==> src/hw/rtl/csc_pkg.sv <==
// Shared types, character codes and helpers for the comment style converter.
package csc_pkg;

	localparam logic [7:0] CH_SLASH  = 8'h2F;
	localparam logic [7:0] CH_STAR   = 8'h2A;
	localparam logic [7:0] CH_QUOTE  = 8'h22;
	localparam logic [7:0] CH_NL     = 8'h0A;
	localparam logic [7:0] CH_BSLASH = 8'h5C;

	localparam int MAX_BYTES = 4;

	typedef enum logic [2:0] {
		MODE_NORMAL = 3'd0,
		MODE_SLASH  = 3'd1,
		MODE_QUOTE  = 3'd2,
		MODE_BLOCK  = 3'd3,
		MODE_STAR   = 3'd4,
		MODE_LINE   = 3'd5,
		MODE_BSLASH = 3'd6
	} mode_t;

	// One command: up to four output bytes produced by one input byte.
	typedef struct packed {
		logic [2:0]                 cnt;
		logic [MAX_BYTES-1:0][7:0] bytes;
	} cmd_t;

	function automatic cmd_t push_byte(cmd_t c, logic [7:0] b);
		cmd_t r;
		r = c;
		r.bytes[c.cnt[1:0]] = b;
		r.cnt = c.cnt + 3'd1;
		return r;
	endfunction

endpackage

==> src/hw/rtl/comment_style_converter_unit.sv <==
// Top level of the comment style converter: front end, command queue, back end.
// Converts block comments in a byte stream to line comments.
// Input: s_axis_* carries one source byte per transfer. Output: m_axis_* carries
// the converted bytes; m_axis_tlast marks the final byte produced for one input
// byte. An input byte that produces nothing (a held slash, comment openers, a
// star that may close a block) yields no output transfer.
// The command for an input byte is registered in the queue before its first
// output byte appears. Throughput: one input byte per cycle while the command
// queue has room; the output side sends one byte per cycle while the receiver
// is ready, so an input byte that expands to N bytes (at most four) takes N
// output transfers. The queue of DEPTH commands absorbs those bursts; when it
// fills, s_axis_tready drops until the back end frees an entry.
// When the receiver stalls, the current byte holds on m_axis and the queue keeps
// taking input until full. Reset returns to normal-text mode with no prefix
// pending and empties the queue; a slash held at end of stream is dropped.
module comment_style_converter_unit #(
	parameter int DEPTH = 4
) (
	input  logic       clk,
	input  logic       arst_n,
	input  logic       s_axis_tvalid,
	output logic       s_axis_tready,
	input  logic [7:0] s_axis_tdata,   // [7:0] in_byte
	output logic       m_axis_tvalid,
	input  logic       m_axis_tready,
	output logic [7:0] m_axis_tdata,   // [7:0] out_byte
	output logic       m_axis_tlast    // last_of_run
);

	csc_pkg::cmd_t new_cmd, head_cmd;
	logic          push, pop, full, not_empty;

	assign s_axis_tready = !full;

	csc_front u_front (
		.clk      (clk),
		.arst_n   (arst_n),
		.in_valid (s_axis_tvalid),
		.in_ready (s_axis_tready),
		.in_byte  (s_axis_tdata),
		.push     (push),
		.cmd      (new_cmd)
	);

	csc_queue #(.DEPTH(DEPTH)) u_queue (
		.clk       (clk),
		.arst_n    (arst_n),
		.push      (push),
		.push_cmd  (new_cmd),
		.pop       (pop),
		.full      (full),
		.not_empty (not_empty),
		.head      (head_cmd)
	);

	csc_back u_back (
		.clk        (clk),
		.arst_n     (arst_n),
		.head_valid (not_empty),
		.head       (head_cmd),
		.out_ready  (m_axis_tready),
		.out_valid  (m_axis_tvalid),
		.out_data   (m_axis_tdata),
		.out_last   (m_axis_tlast),
		.pop        (pop)
	);

	a_head_nonempty: assert property (@(posedge clk) disable iff (!arst_n)
		m_axis_tvalid |-> (head_cmd.cnt != 3'd0 && head_cmd.cnt <= 3'd4))
		else $error("queued command has no bytes or too many");

	a_no_overflow: assert property (@(posedge clk) disable iff (!arst_n)
		push |-> !full)
		else $error("command pushed into a full queue");

	a_pop_on_last: assert property (@(posedge clk) disable iff (!arst_n)
		pop |-> (m_axis_tlast && m_axis_tvalid))
		else $error("command retired before its last byte");

endmodule

==> src/hw/rtl/csc_front.sv <==
// Front end: scans input bytes, tracks comment mode and builds output commands.
module csc_front (
	input  logic            clk,
	input  logic            arst_n,
	input  logic            in_valid,
	input  logic            in_ready,
	input  logic [7:0]      in_byte,
	output logic            push,
	output csc_pkg::cmd_t   cmd
);

	csc_pkg::mode_t mode_q, mode_d;
	logic           pend_q, pend_d;
	logic           take;

	assign take = in_valid && in_ready;
	assign push = take && (cmd.cnt != 3'd0);

	always_ff @(posedge clk or negedge arst_n) begin
		if (!arst_n) begin
			mode_q <= csc_pkg::MODE_NORMAL;
			pend_q <= 1'b0;
		end else if (take) begin
			mode_q <= mode_d;
			pend_q <= pend_d;
		end
	end

	// Next state
	always_comb begin
		mode_d = mode_q;
		pend_d = pend_q;
		case (mode_q)
			csc_pkg::MODE_SLASH: begin
				if (in_byte == csc_pkg::CH_STAR) begin
					pend_d = 1'b1;
					mode_d = csc_pkg::MODE_BLOCK;
				end else if (in_byte == csc_pkg::CH_SLASH) begin
					pend_d = 1'b1;
					mode_d = csc_pkg::MODE_LINE;
				end else begin
					mode_d = (in_byte == csc_pkg::CH_QUOTE) ? csc_pkg::MODE_QUOTE
						: csc_pkg::MODE_NORMAL;
				end
			end
			csc_pkg::MODE_QUOTE: begin
				if (in_byte == csc_pkg::CH_QUOTE)
					mode_d = csc_pkg::MODE_NORMAL;
			end
			csc_pkg::MODE_BLOCK: begin
				if (in_byte == csc_pkg::CH_STAR)
					mode_d = csc_pkg::MODE_STAR;
				else if (in_byte == csc_pkg::CH_NL)
					pend_d = 1'b1;
				else
					pend_d = 1'b0;
			end
			csc_pkg::MODE_STAR: begin
				if (in_byte == csc_pkg::CH_SLASH) begin
					mode_d = csc_pkg::MODE_NORMAL;
				end else begin
					pend_d = 1'b0;
					if (in_byte != csc_pkg::CH_STAR) begin
						mode_d = csc_pkg::MODE_BLOCK;
						if (in_byte == csc_pkg::CH_NL)
							pend_d = 1'b1;
					end
				end
			end
			csc_pkg::MODE_LINE: begin
				if (in_byte == csc_pkg::CH_NL) begin
					mode_d = csc_pkg::MODE_NORMAL;
				end else begin
					pend_d = 1'b0;
					if (in_byte == csc_pkg::CH_BSLASH)
						mode_d = csc_pkg::MODE_BSLASH;
				end
			end
			csc_pkg::MODE_BSLASH: begin
				mode_d = csc_pkg::MODE_LINE;
			end
			default: begin
				if (in_byte == csc_pkg::CH_SLASH)
					mode_d = csc_pkg::MODE_SLASH;
				else if (in_byte == csc_pkg::CH_QUOTE)
					mode_d = csc_pkg::MODE_QUOTE;
				else
					mode_d = csc_pkg::MODE_NORMAL;
			end
		endcase
	end

	// Output command
	always_comb begin
		cmd = '0;
		case (mode_q)
			csc_pkg::MODE_SLASH: begin
				if (!(in_byte inside {csc_pkg::CH_STAR, csc_pkg::CH_SLASH})) begin
					cmd = csc_pkg::push_byte(cmd, csc_pkg::CH_SLASH);
					cmd = csc_pkg::push_byte(cmd, in_byte);
				end
			end
			csc_pkg::MODE_QUOTE: begin
				cmd = csc_pkg::push_byte(cmd, in_byte);
			end
			csc_pkg::MODE_BLOCK: begin
				if (in_byte == csc_pkg::CH_NL) begin
					cmd = csc_pkg::push_byte(cmd, in_byte);
				end else if (in_byte != csc_pkg::CH_STAR) begin
					if (pend_q) begin
						cmd = csc_pkg::push_byte(cmd, csc_pkg::CH_SLASH);
						cmd = csc_pkg::push_byte(cmd, csc_pkg::CH_SLASH);
					end
					cmd = csc_pkg::push_byte(cmd, in_byte);
				end
			end
			csc_pkg::MODE_STAR: begin
				if (in_byte == csc_pkg::CH_SLASH) begin
					cmd = csc_pkg::push_byte(cmd, csc_pkg::CH_NL);
				end else begin
					if (pend_q) begin
						cmd = csc_pkg::push_byte(cmd, csc_pkg::CH_SLASH);
						cmd = csc_pkg::push_byte(cmd, csc_pkg::CH_SLASH);
					end
					cmd = csc_pkg::push_byte(cmd, csc_pkg::CH_STAR);
					if (in_byte != csc_pkg::CH_STAR)
						cmd = csc_pkg::push_byte(cmd, in_byte);
				end
			end
			csc_pkg::MODE_LINE: begin
				if (in_byte != csc_pkg::CH_NL && pend_q) begin
					cmd = csc_pkg::push_byte(cmd, csc_pkg::CH_SLASH);
					cmd = csc_pkg::push_byte(cmd, csc_pkg::CH_SLASH);
				end
				cmd = csc_pkg::push_byte(cmd, in_byte);
			end
			csc_pkg::MODE_BSLASH: begin
				cmd = csc_pkg::push_byte(cmd, in_byte);
			end
			default: begin
				if (in_byte != csc_pkg::CH_SLASH)
					cmd = csc_pkg::push_byte(cmd, in_byte);
			end
		endcase
	end

endmodule

==> src/hw/rtl/csc_queue.sv <==
// Command queue between the scanning front end and the byte serializer.
module csc_queue #(
	parameter int DEPTH = 4
) (
	input  logic          clk,
	input  logic          arst_n,
	input  logic          push,
	input  csc_pkg::cmd_t push_cmd,
	input  logic          pop,
	output logic          full,
	output logic          not_empty,
	output csc_pkg::cmd_t head
);

	localparam int AW = (DEPTH > 1) ? $clog2(DEPTH) : 1;
	localparam int CW = $clog2(DEPTH + 1);
	localparam logic [AW-1:0] LAST_PTR = AW'(DEPTH - 1);
	localparam logic [CW-1:0] FULL_CNT = CW'(DEPTH);

	csc_pkg::cmd_t         store_q [DEPTH];
	logic [AW-1:0]         wr_q, rd_q;
	logic [CW-1:0]         cnt_q;

	assign full      = (cnt_q == FULL_CNT);
	assign not_empty = (cnt_q != '0);
	assign head      = store_q[rd_q];

	always_ff @(posedge clk) begin
		if (push)
			store_q[wr_q] <= push_cmd;
	end

	always_ff @(posedge clk or negedge arst_n) begin
		if (!arst_n) begin
			wr_q  <= '0;
			rd_q  <= '0;
			cnt_q <= '0;
		end else begin
			if (push)
				wr_q <= (wr_q == LAST_PTR) ? '0 : wr_q + 1'b1;
			if (pop)
				rd_q <= (rd_q == LAST_PTR) ? '0 : rd_q + 1'b1;
			if (push && !pop)
				cnt_q <= cnt_q + 1'b1;
			else if (pop && !push)
				cnt_q <= cnt_q - 1'b1;
		end
	end

endmodule

==> src/hw/rtl/csc_back.sv <==
// Back end: walks the head command and sends its bytes one transfer at a time.
module csc_back (
	input  logic          clk,
	input  logic          arst_n,
	input  logic          head_valid,
	input  csc_pkg::cmd_t head,
	input  logic          out_ready,
	output logic          out_valid,
	output logic [7:0]    out_data,
	output logic          out_last,
	output logic          pop
);

	logic [1:0] idx_q;

	assign out_valid = head_valid;
	assign out_data  = head.bytes[idx_q];
	assign out_last  = ({1'b0, idx_q} == head.cnt - 3'd1);
	assign pop       = out_valid && out_ready && out_last;

	always_ff @(posedge clk or negedge arst_n) begin
		if (!arst_n) begin
			idx_q <= '0;
		end else if (out_valid && out_ready) begin
			// advance within the command, rewind after its last byte
			idx_q <= out_last ? 2'd0 : idx_q + 2'd1;
		end
	end

endmodule

==> config.mk <==
export PLATFORM = sky130hd
export DESIGN_NAME = comment_style_converter_unit
export DESIGN_NICKNAME = d
export VERILOG_FILES = /design/src/hw/rtl/csc_pkg.sv /design/src/hw/rtl/comment_style_converter_unit.sv /design/src/hw/rtl/csc_front.sv /design/src/hw/rtl/csc_queue.sv /design/src/hw/rtl/csc_back.sv
export SDC_FILE = /design/constraint.sdc
export NUM_CORES = 1
export LEC_CHECK = 0
export ABC_AREA = 0
export BUFFER_PORTS_ARGS = -buffer_cell sky130_fd_sc_hd__buf_2
export CORE_UTILIZATION = 56
export CTS_CLUSTER_DIAMETER = 50
export DETAILED_ROUTE_END_ITERATION = 12
export PLACE_DENSITY = 0.73
export SLEW_MARGIN = 20
export SYNTH_ARGS = -nofsm -noshare
export SYNTH_HDL_FRONTEND = slang
export SYNTH_HIERARCHICAL = 1
export SYNTH_SLANG_ARGS = --single-unit
==> constraint.sdc <==
create_clock -name clk -period 3.7 [get_ports clk]
set_input_delay 0.185 -clock clk [delete_from_list [all_inputs] [get_ports clk]]
set_output_delay 0.185 -clock clk [all_outputs]
set_load 0.03 [all_outputs]
; After elaboration in Yosys (flattened, before gate mapping)
; Memories as Yosys holds them, arrays and structs flattened.
; Cells that the tools add are included.
[word_totals]
regBits = 13
ramBits = 140
inputBits = 12
elab_cells = 131
mem_count = 1
[mem_list]
columns = name, depth, width, read_ports, rd_ports_with_merged_regs, write_ports, line
row1 = u_queue.store_q, 4, 35, 1, 0, 1, csc_queue.sv:20  ; csc_pkg::cmd_t store_q [DEPTH];
[classes]
addsub = 10
order_cmp = 9
n_eq_ne = 26
muxes = 54
n_bitwise = 3
reduce_logical = 22
[ops]
columns = op, count
row1 = 35-bit 2-to-1 mux, 10
row2 = 35-bit case mux with 5 select lines, 1
row3 = 34-bit 2-to-1 mux, 3
row4 = 32-bit bitwise mux, 3
row5 = 8-bit demux with 2-bit select, 4
row6 = 8-bit 2-to-1 mux, 5
row7 = 3-bit 2-to-1 mux, 11
row8 = 33-bit 2-to-1 mux, 1
row9 = 8-bit by 6-bit equality test with 1-bit output (second input constant), 3
row10 = 20-bit AND, 1
row11 = 20-bit NOT, 1
row12 = 3-bit case mux with 6 select lines, 1
row13 = 8-bit binary-select mux with 2-bit select, 1
row14 = 8-bit by 6-bit inequality test with 1-bit output (second input constant), 2
row15 = 3-bit by 1-bit adder with 3-bit output (second input constant), 5
row16 = 2-bit by 3-bit < comparator with 1-bit output (second input constant), 5
row17 = 3-bit equality test (second input constant), 4
row18 = 12-bit bitwise OR, 1
row19 = 1-bit logical AND, 11
row20 = 1-bit 2-to-1 mux, 9
row21 = 3-bit by 1-bit inequality test with 1-bit output (second input constant), 3
row22 = 8-bit by 4-bit equality test with 1-bit output (second input constant), 1
row23 = 8-bit by 7-bit equality test with 1-bit output (second input constant), 1
row24 = 2-bit by 1-bit greater-or-equal comparator with 1-bit output (second input constant), 4
row25 = 18 further kinds, 33

; Depth between registers and ports, before layout
[depth]
ltp_word = 19
ltp_mapped = 15
mapped_depth_nobuf = 13

; Cells and area by module
; The synthesis kept the hierarchy.
[modules_own_cells]
columns = module, instances, cells_each, area_per_inst_um2, seq_area_each_um2
row1 = csc_queue, 1, 220, 5520.3, 4379.2
row2 = csc_front, 1, 181, 1124.8, 100.1
row3 = csc_back, 1, 30, 396.6, 50.0
row4 = comment_style_converter_unit, 1, 1, 3.8, 0.0

; Worst setup path after synthesis
; OpenSTA, ideal clock, no wires.
[synth_path]
path_kind = input port to flip-flop
from = in s_axis_tdata[5]
to = reg u_queue.cnt_q[1]
setup_time_ns = 0.125
t_arrival_ns = 3.040
slack_ns = 0.535
cell_stages = 12
path_buffers = 1
path_cell_list = buf_2 > nor4b_1 > nand2_1 > ha_1 > a22o_1 > nand3_1 > nand2_1 > o311a_1 > ha_1 > inv_1 > fa_1 > mux2_2
[synth_rtl]
columns = element, line
row1 = from (decl), comment_style_converter_unit.sv:23  ; input logic [7:0] s_axis_tdata,
row2 = to (signal assigned), csc_queue.sv:44  ; cnt_q <= cnt_q + 1'b1;
row3 = to (signal assigned), csc_queue.sv:46  ; cnt_q <= cnt_q - 1'b1;
row4 = to (decl), csc_queue.sv:22  ; logic [CW-1:0] cnt_q;

==> flow_summary.ini <==
[die]
core_um2 = 12200
num_rows = 40
dieArea_um2 = 13000
dieWidth_um = 114
start_util = 0.579
io_pins = 23
die_h_um = 114

[power]
leakage_uw = 0.00286
peakVddDrop_mv = 0.635
power_density_nw_per_um2 = 915

[timing]
finalSetupTns_ns = 0
min_period_ns = 3.21
tightest_slew_ns = 0.570
hold_viol_final = 0
fin_crit_sh = 0.868
rsz0062_at_grt = no
worst_hold_slack_ns = 0.142
fmax_ghz = 0.311
setup_viol = 0
skew_ns = 0.00812
drv_slew = 0
relSlewSlack = 0.620

[placement]
gp_congestion = 0.962
dp.final_hpwl_um = 9650
placement.cell_area_um2 = 7370
place.port_buffers = 22

[cells_and_area]
layout_common_cells = edfxtp_1, mux4_2, buf_4, buf_2, nor2_1
nets = 491
nFillCells = 871
drive_above_1_share = 0.234
area_growth_pct = 13.0
fin_area_um2 = 7960
final_common_cell = edfxtp_1
diodes = 0

[detailed_routing]
wl_um = 14600
drt_iter0_drc = 369
ant_nets = 0
vias = 4024
drtPass1Iterations = 5
via_per_inst = 6.19
wl_per_cell_um = 22.5
route.detailed.drc = 0

[grt]
grt_max_degree = 25
overflow = 0
grt_pass1_wl_um = 23000
antenna_found_initial = 0
grt_pass1_vias = 4085
track_usage = 0.250

[clock_network]
cts_buffers = 17
path_clk_slew_ns = 0.06
post_cts_resized = 0
htreeDepth = 4
clockBufferDepth = 2
clk_latency_ns = 0.43
cts_tree = built
cts_root_buf = clkbuf_16
postCtsSetupRepairBufs = 0
clock-sinks = 153
hold_buffers = 1

[worst_setup_path]
crit_chain = buf_4 > mux4_1 > xnor2_1 > nand3_1 > nor2_1 > inv_1 > ha_1 > inv_1 > fa_1 > mux2_2
critical_path_class = reg2reg
worst_path_most_repeated_cell = inv_1
path_max_fanout = 15
cpPeakStageDelay_ns = 0.65
cp-start-kind = flop
crit_required_ns = 4.01
endpoint_kind = flop
critPathSlowestCell = mux4_1
critical_path_arrival_ns = 3.52

[flow_run]
max_cap_violations = 0

[logic_synthesis]
synth_edf_count = 140
synthesis.instances = 432
synth_warnings = 6
syn-num-nets = 453
synthesis.area_um2 = 7050
ys_types = 62
syn_avg_cell_area_um2 = 16.3
async_flop_share = 0.0850
ys.flop_type = edfxtp_1
seq_area_frac_synth = 0.643
ys_ff_latch = 153

[outcome]
outcome = completed

[hold_path]
hold_class = in2reg
==> registers in the layout, indices dropped and copies added (netlist names) <==
signal           flops
u_back/idx_q         2
u_front/mode_q       3
u_front/pend_q       1
u_queue/cnt_q        3
u_queue/rd_q         2
u_queue/store_q    140
u_queue/wr_q         2
==> worst paths after layout <==
kind | startpoint | endpoint | slack (ns) | depth (start not counted)
max in group asynchronous | arst_n | u_queue/rd_q[0]$_DFFE_PN0P_ | 3.28 | 2
setup / recovery | u_queue/rd_q[0]$_DFFE_PN0P_ | u_queue/cnt_q[1]$_DFFE_PN0P_ | 0.49 | 10
setup reg to reg | u_queue/rd_q[0]$_DFFE_PN0P_ | u_queue/cnt_q[1]$_DFFE_PN0P_ | 0.49 | 10
hold / removal | m_axis_tready | u_back/idx_q[1]$_DFFE_PN0P_ | 0.14 | 4
hold reg to reg | u_queue/cnt_q[2]$_DFFE_PN0P_ | u_queue/cnt_q[2]$_DFFE_PN0P_ | 0.48 | 1
min in group asynchronous | arst_n | u_queue/cnt_q[1]$_DFFE_PN0P_ | 0.17 | 2
==> synth_stat cells (3+ instances only) <==
master | n | area, µm²
nor2_1 | 21 | 78.8
a31oi_1 | 5 | 31.3
nor3b_1 | 3 | 22.5
mux4_2 | 28 | 631
nand3_1 | 6 | 30.0
nor2b_1 | 6 | 37.5
buf_12 | 3 | 60.1
a21oi_1 | 20 | 100
xnor2_1 | 3 | 26.3
ha_1 | 8 | 100
mux4_1 | 15 | 394
dfrtp_1 | 13 | 325
nand2_1 | 19 | 71.3
clkbuf_1 | 14 | 52.6
and2_1 | 8 | 50.1
buf_2 | 8 | 40.0
a22o_1 | 3 | 26.3
o21ai_0 | 16 | 80.1
a21o_1 | 6 | 45.0
edfxtp_1 | 140 | 4200
xor2_1 | 6 | 52.6
nand4_1 | 3 | 18.8
nand2b_1 | 3 | 18.8
o21a_1 | 3 | 22.5
inv_1 | 17 | 63.8
and3_1 | 9 | 56.3
==> critical path, delay by kind of cell, from the launching register on <==
kind	cells	cell delay, ns
xor gates and xnor gates	1	0.30
DFF	1	0.40
muxes	2	0.92
adders and majority gates	2	0.63
and+or+nand+nor	2	0.34
buffers and inverters	3	0.51
==> routing by layer <==
metal | GRT usage | wire (µm) | vias to the layer above
li1 | - | - | 1799
met1 | 0.321 | 6210 | 2055
met2 | 0.396 | 7230 | 133
met3 | 0.0672 | 769 | 37
met4 | 0.126 | 400 | 0
met5 | 0 | 0 | -
==> per-stage QoR <==
stage          setup WS (ns)   util  total power [µW]  instances
2_1_floorplan          0.535      -              4860        432
3_3_place_gp           0.386  0.606              5530        618
3_5_place_dp           0.338  0.606              5620        618
4_1_cts                0.443  0.655              7350        650
5_1_grt                0.262  0.655              7670        650
6_report               0.487  0.655              7280        650
==> power by group <==
| group | total (µW) | internal [µW] | switching, µW |
|---|---|---|---|
| clock | 1710 | 1060 | 652 |
| sequential | 2760 | 2580 | 179 |
| combinational | 2810 | 1140 | 1670 |
==> layout make-up <==
type	instances	area [µm²]	area share
sequential	153	4530	0.569
multi-input combinational	233	2270	0.285
inverter	17	63.8	0.00801
tap	168	210	0.0264
timing repair buffer	48	308	0.0386
clock inverter	11	149	0.0187
clock buffer	20	437	0.0548
==> kinds of logic (layout without fill, tap and decap cells) <==
group | Yosys count | in the layout | share of synthesized area
DFF | 153 | 153 | 0.643
and+or+nand+nor | 95 | 95 | 0.0744
AOI/OAI and AO/OA | 74 | 74 | 0.0687
muxes | 46 | 46 | 0.150
buffers and inverters | 46 | 96 | 0.0355
adders and majority gates | 9 | 9 | 0.0170
xor gates and xnor gates | 9 | 9 | 0.0112
Power figures use the tool's default switching activity.
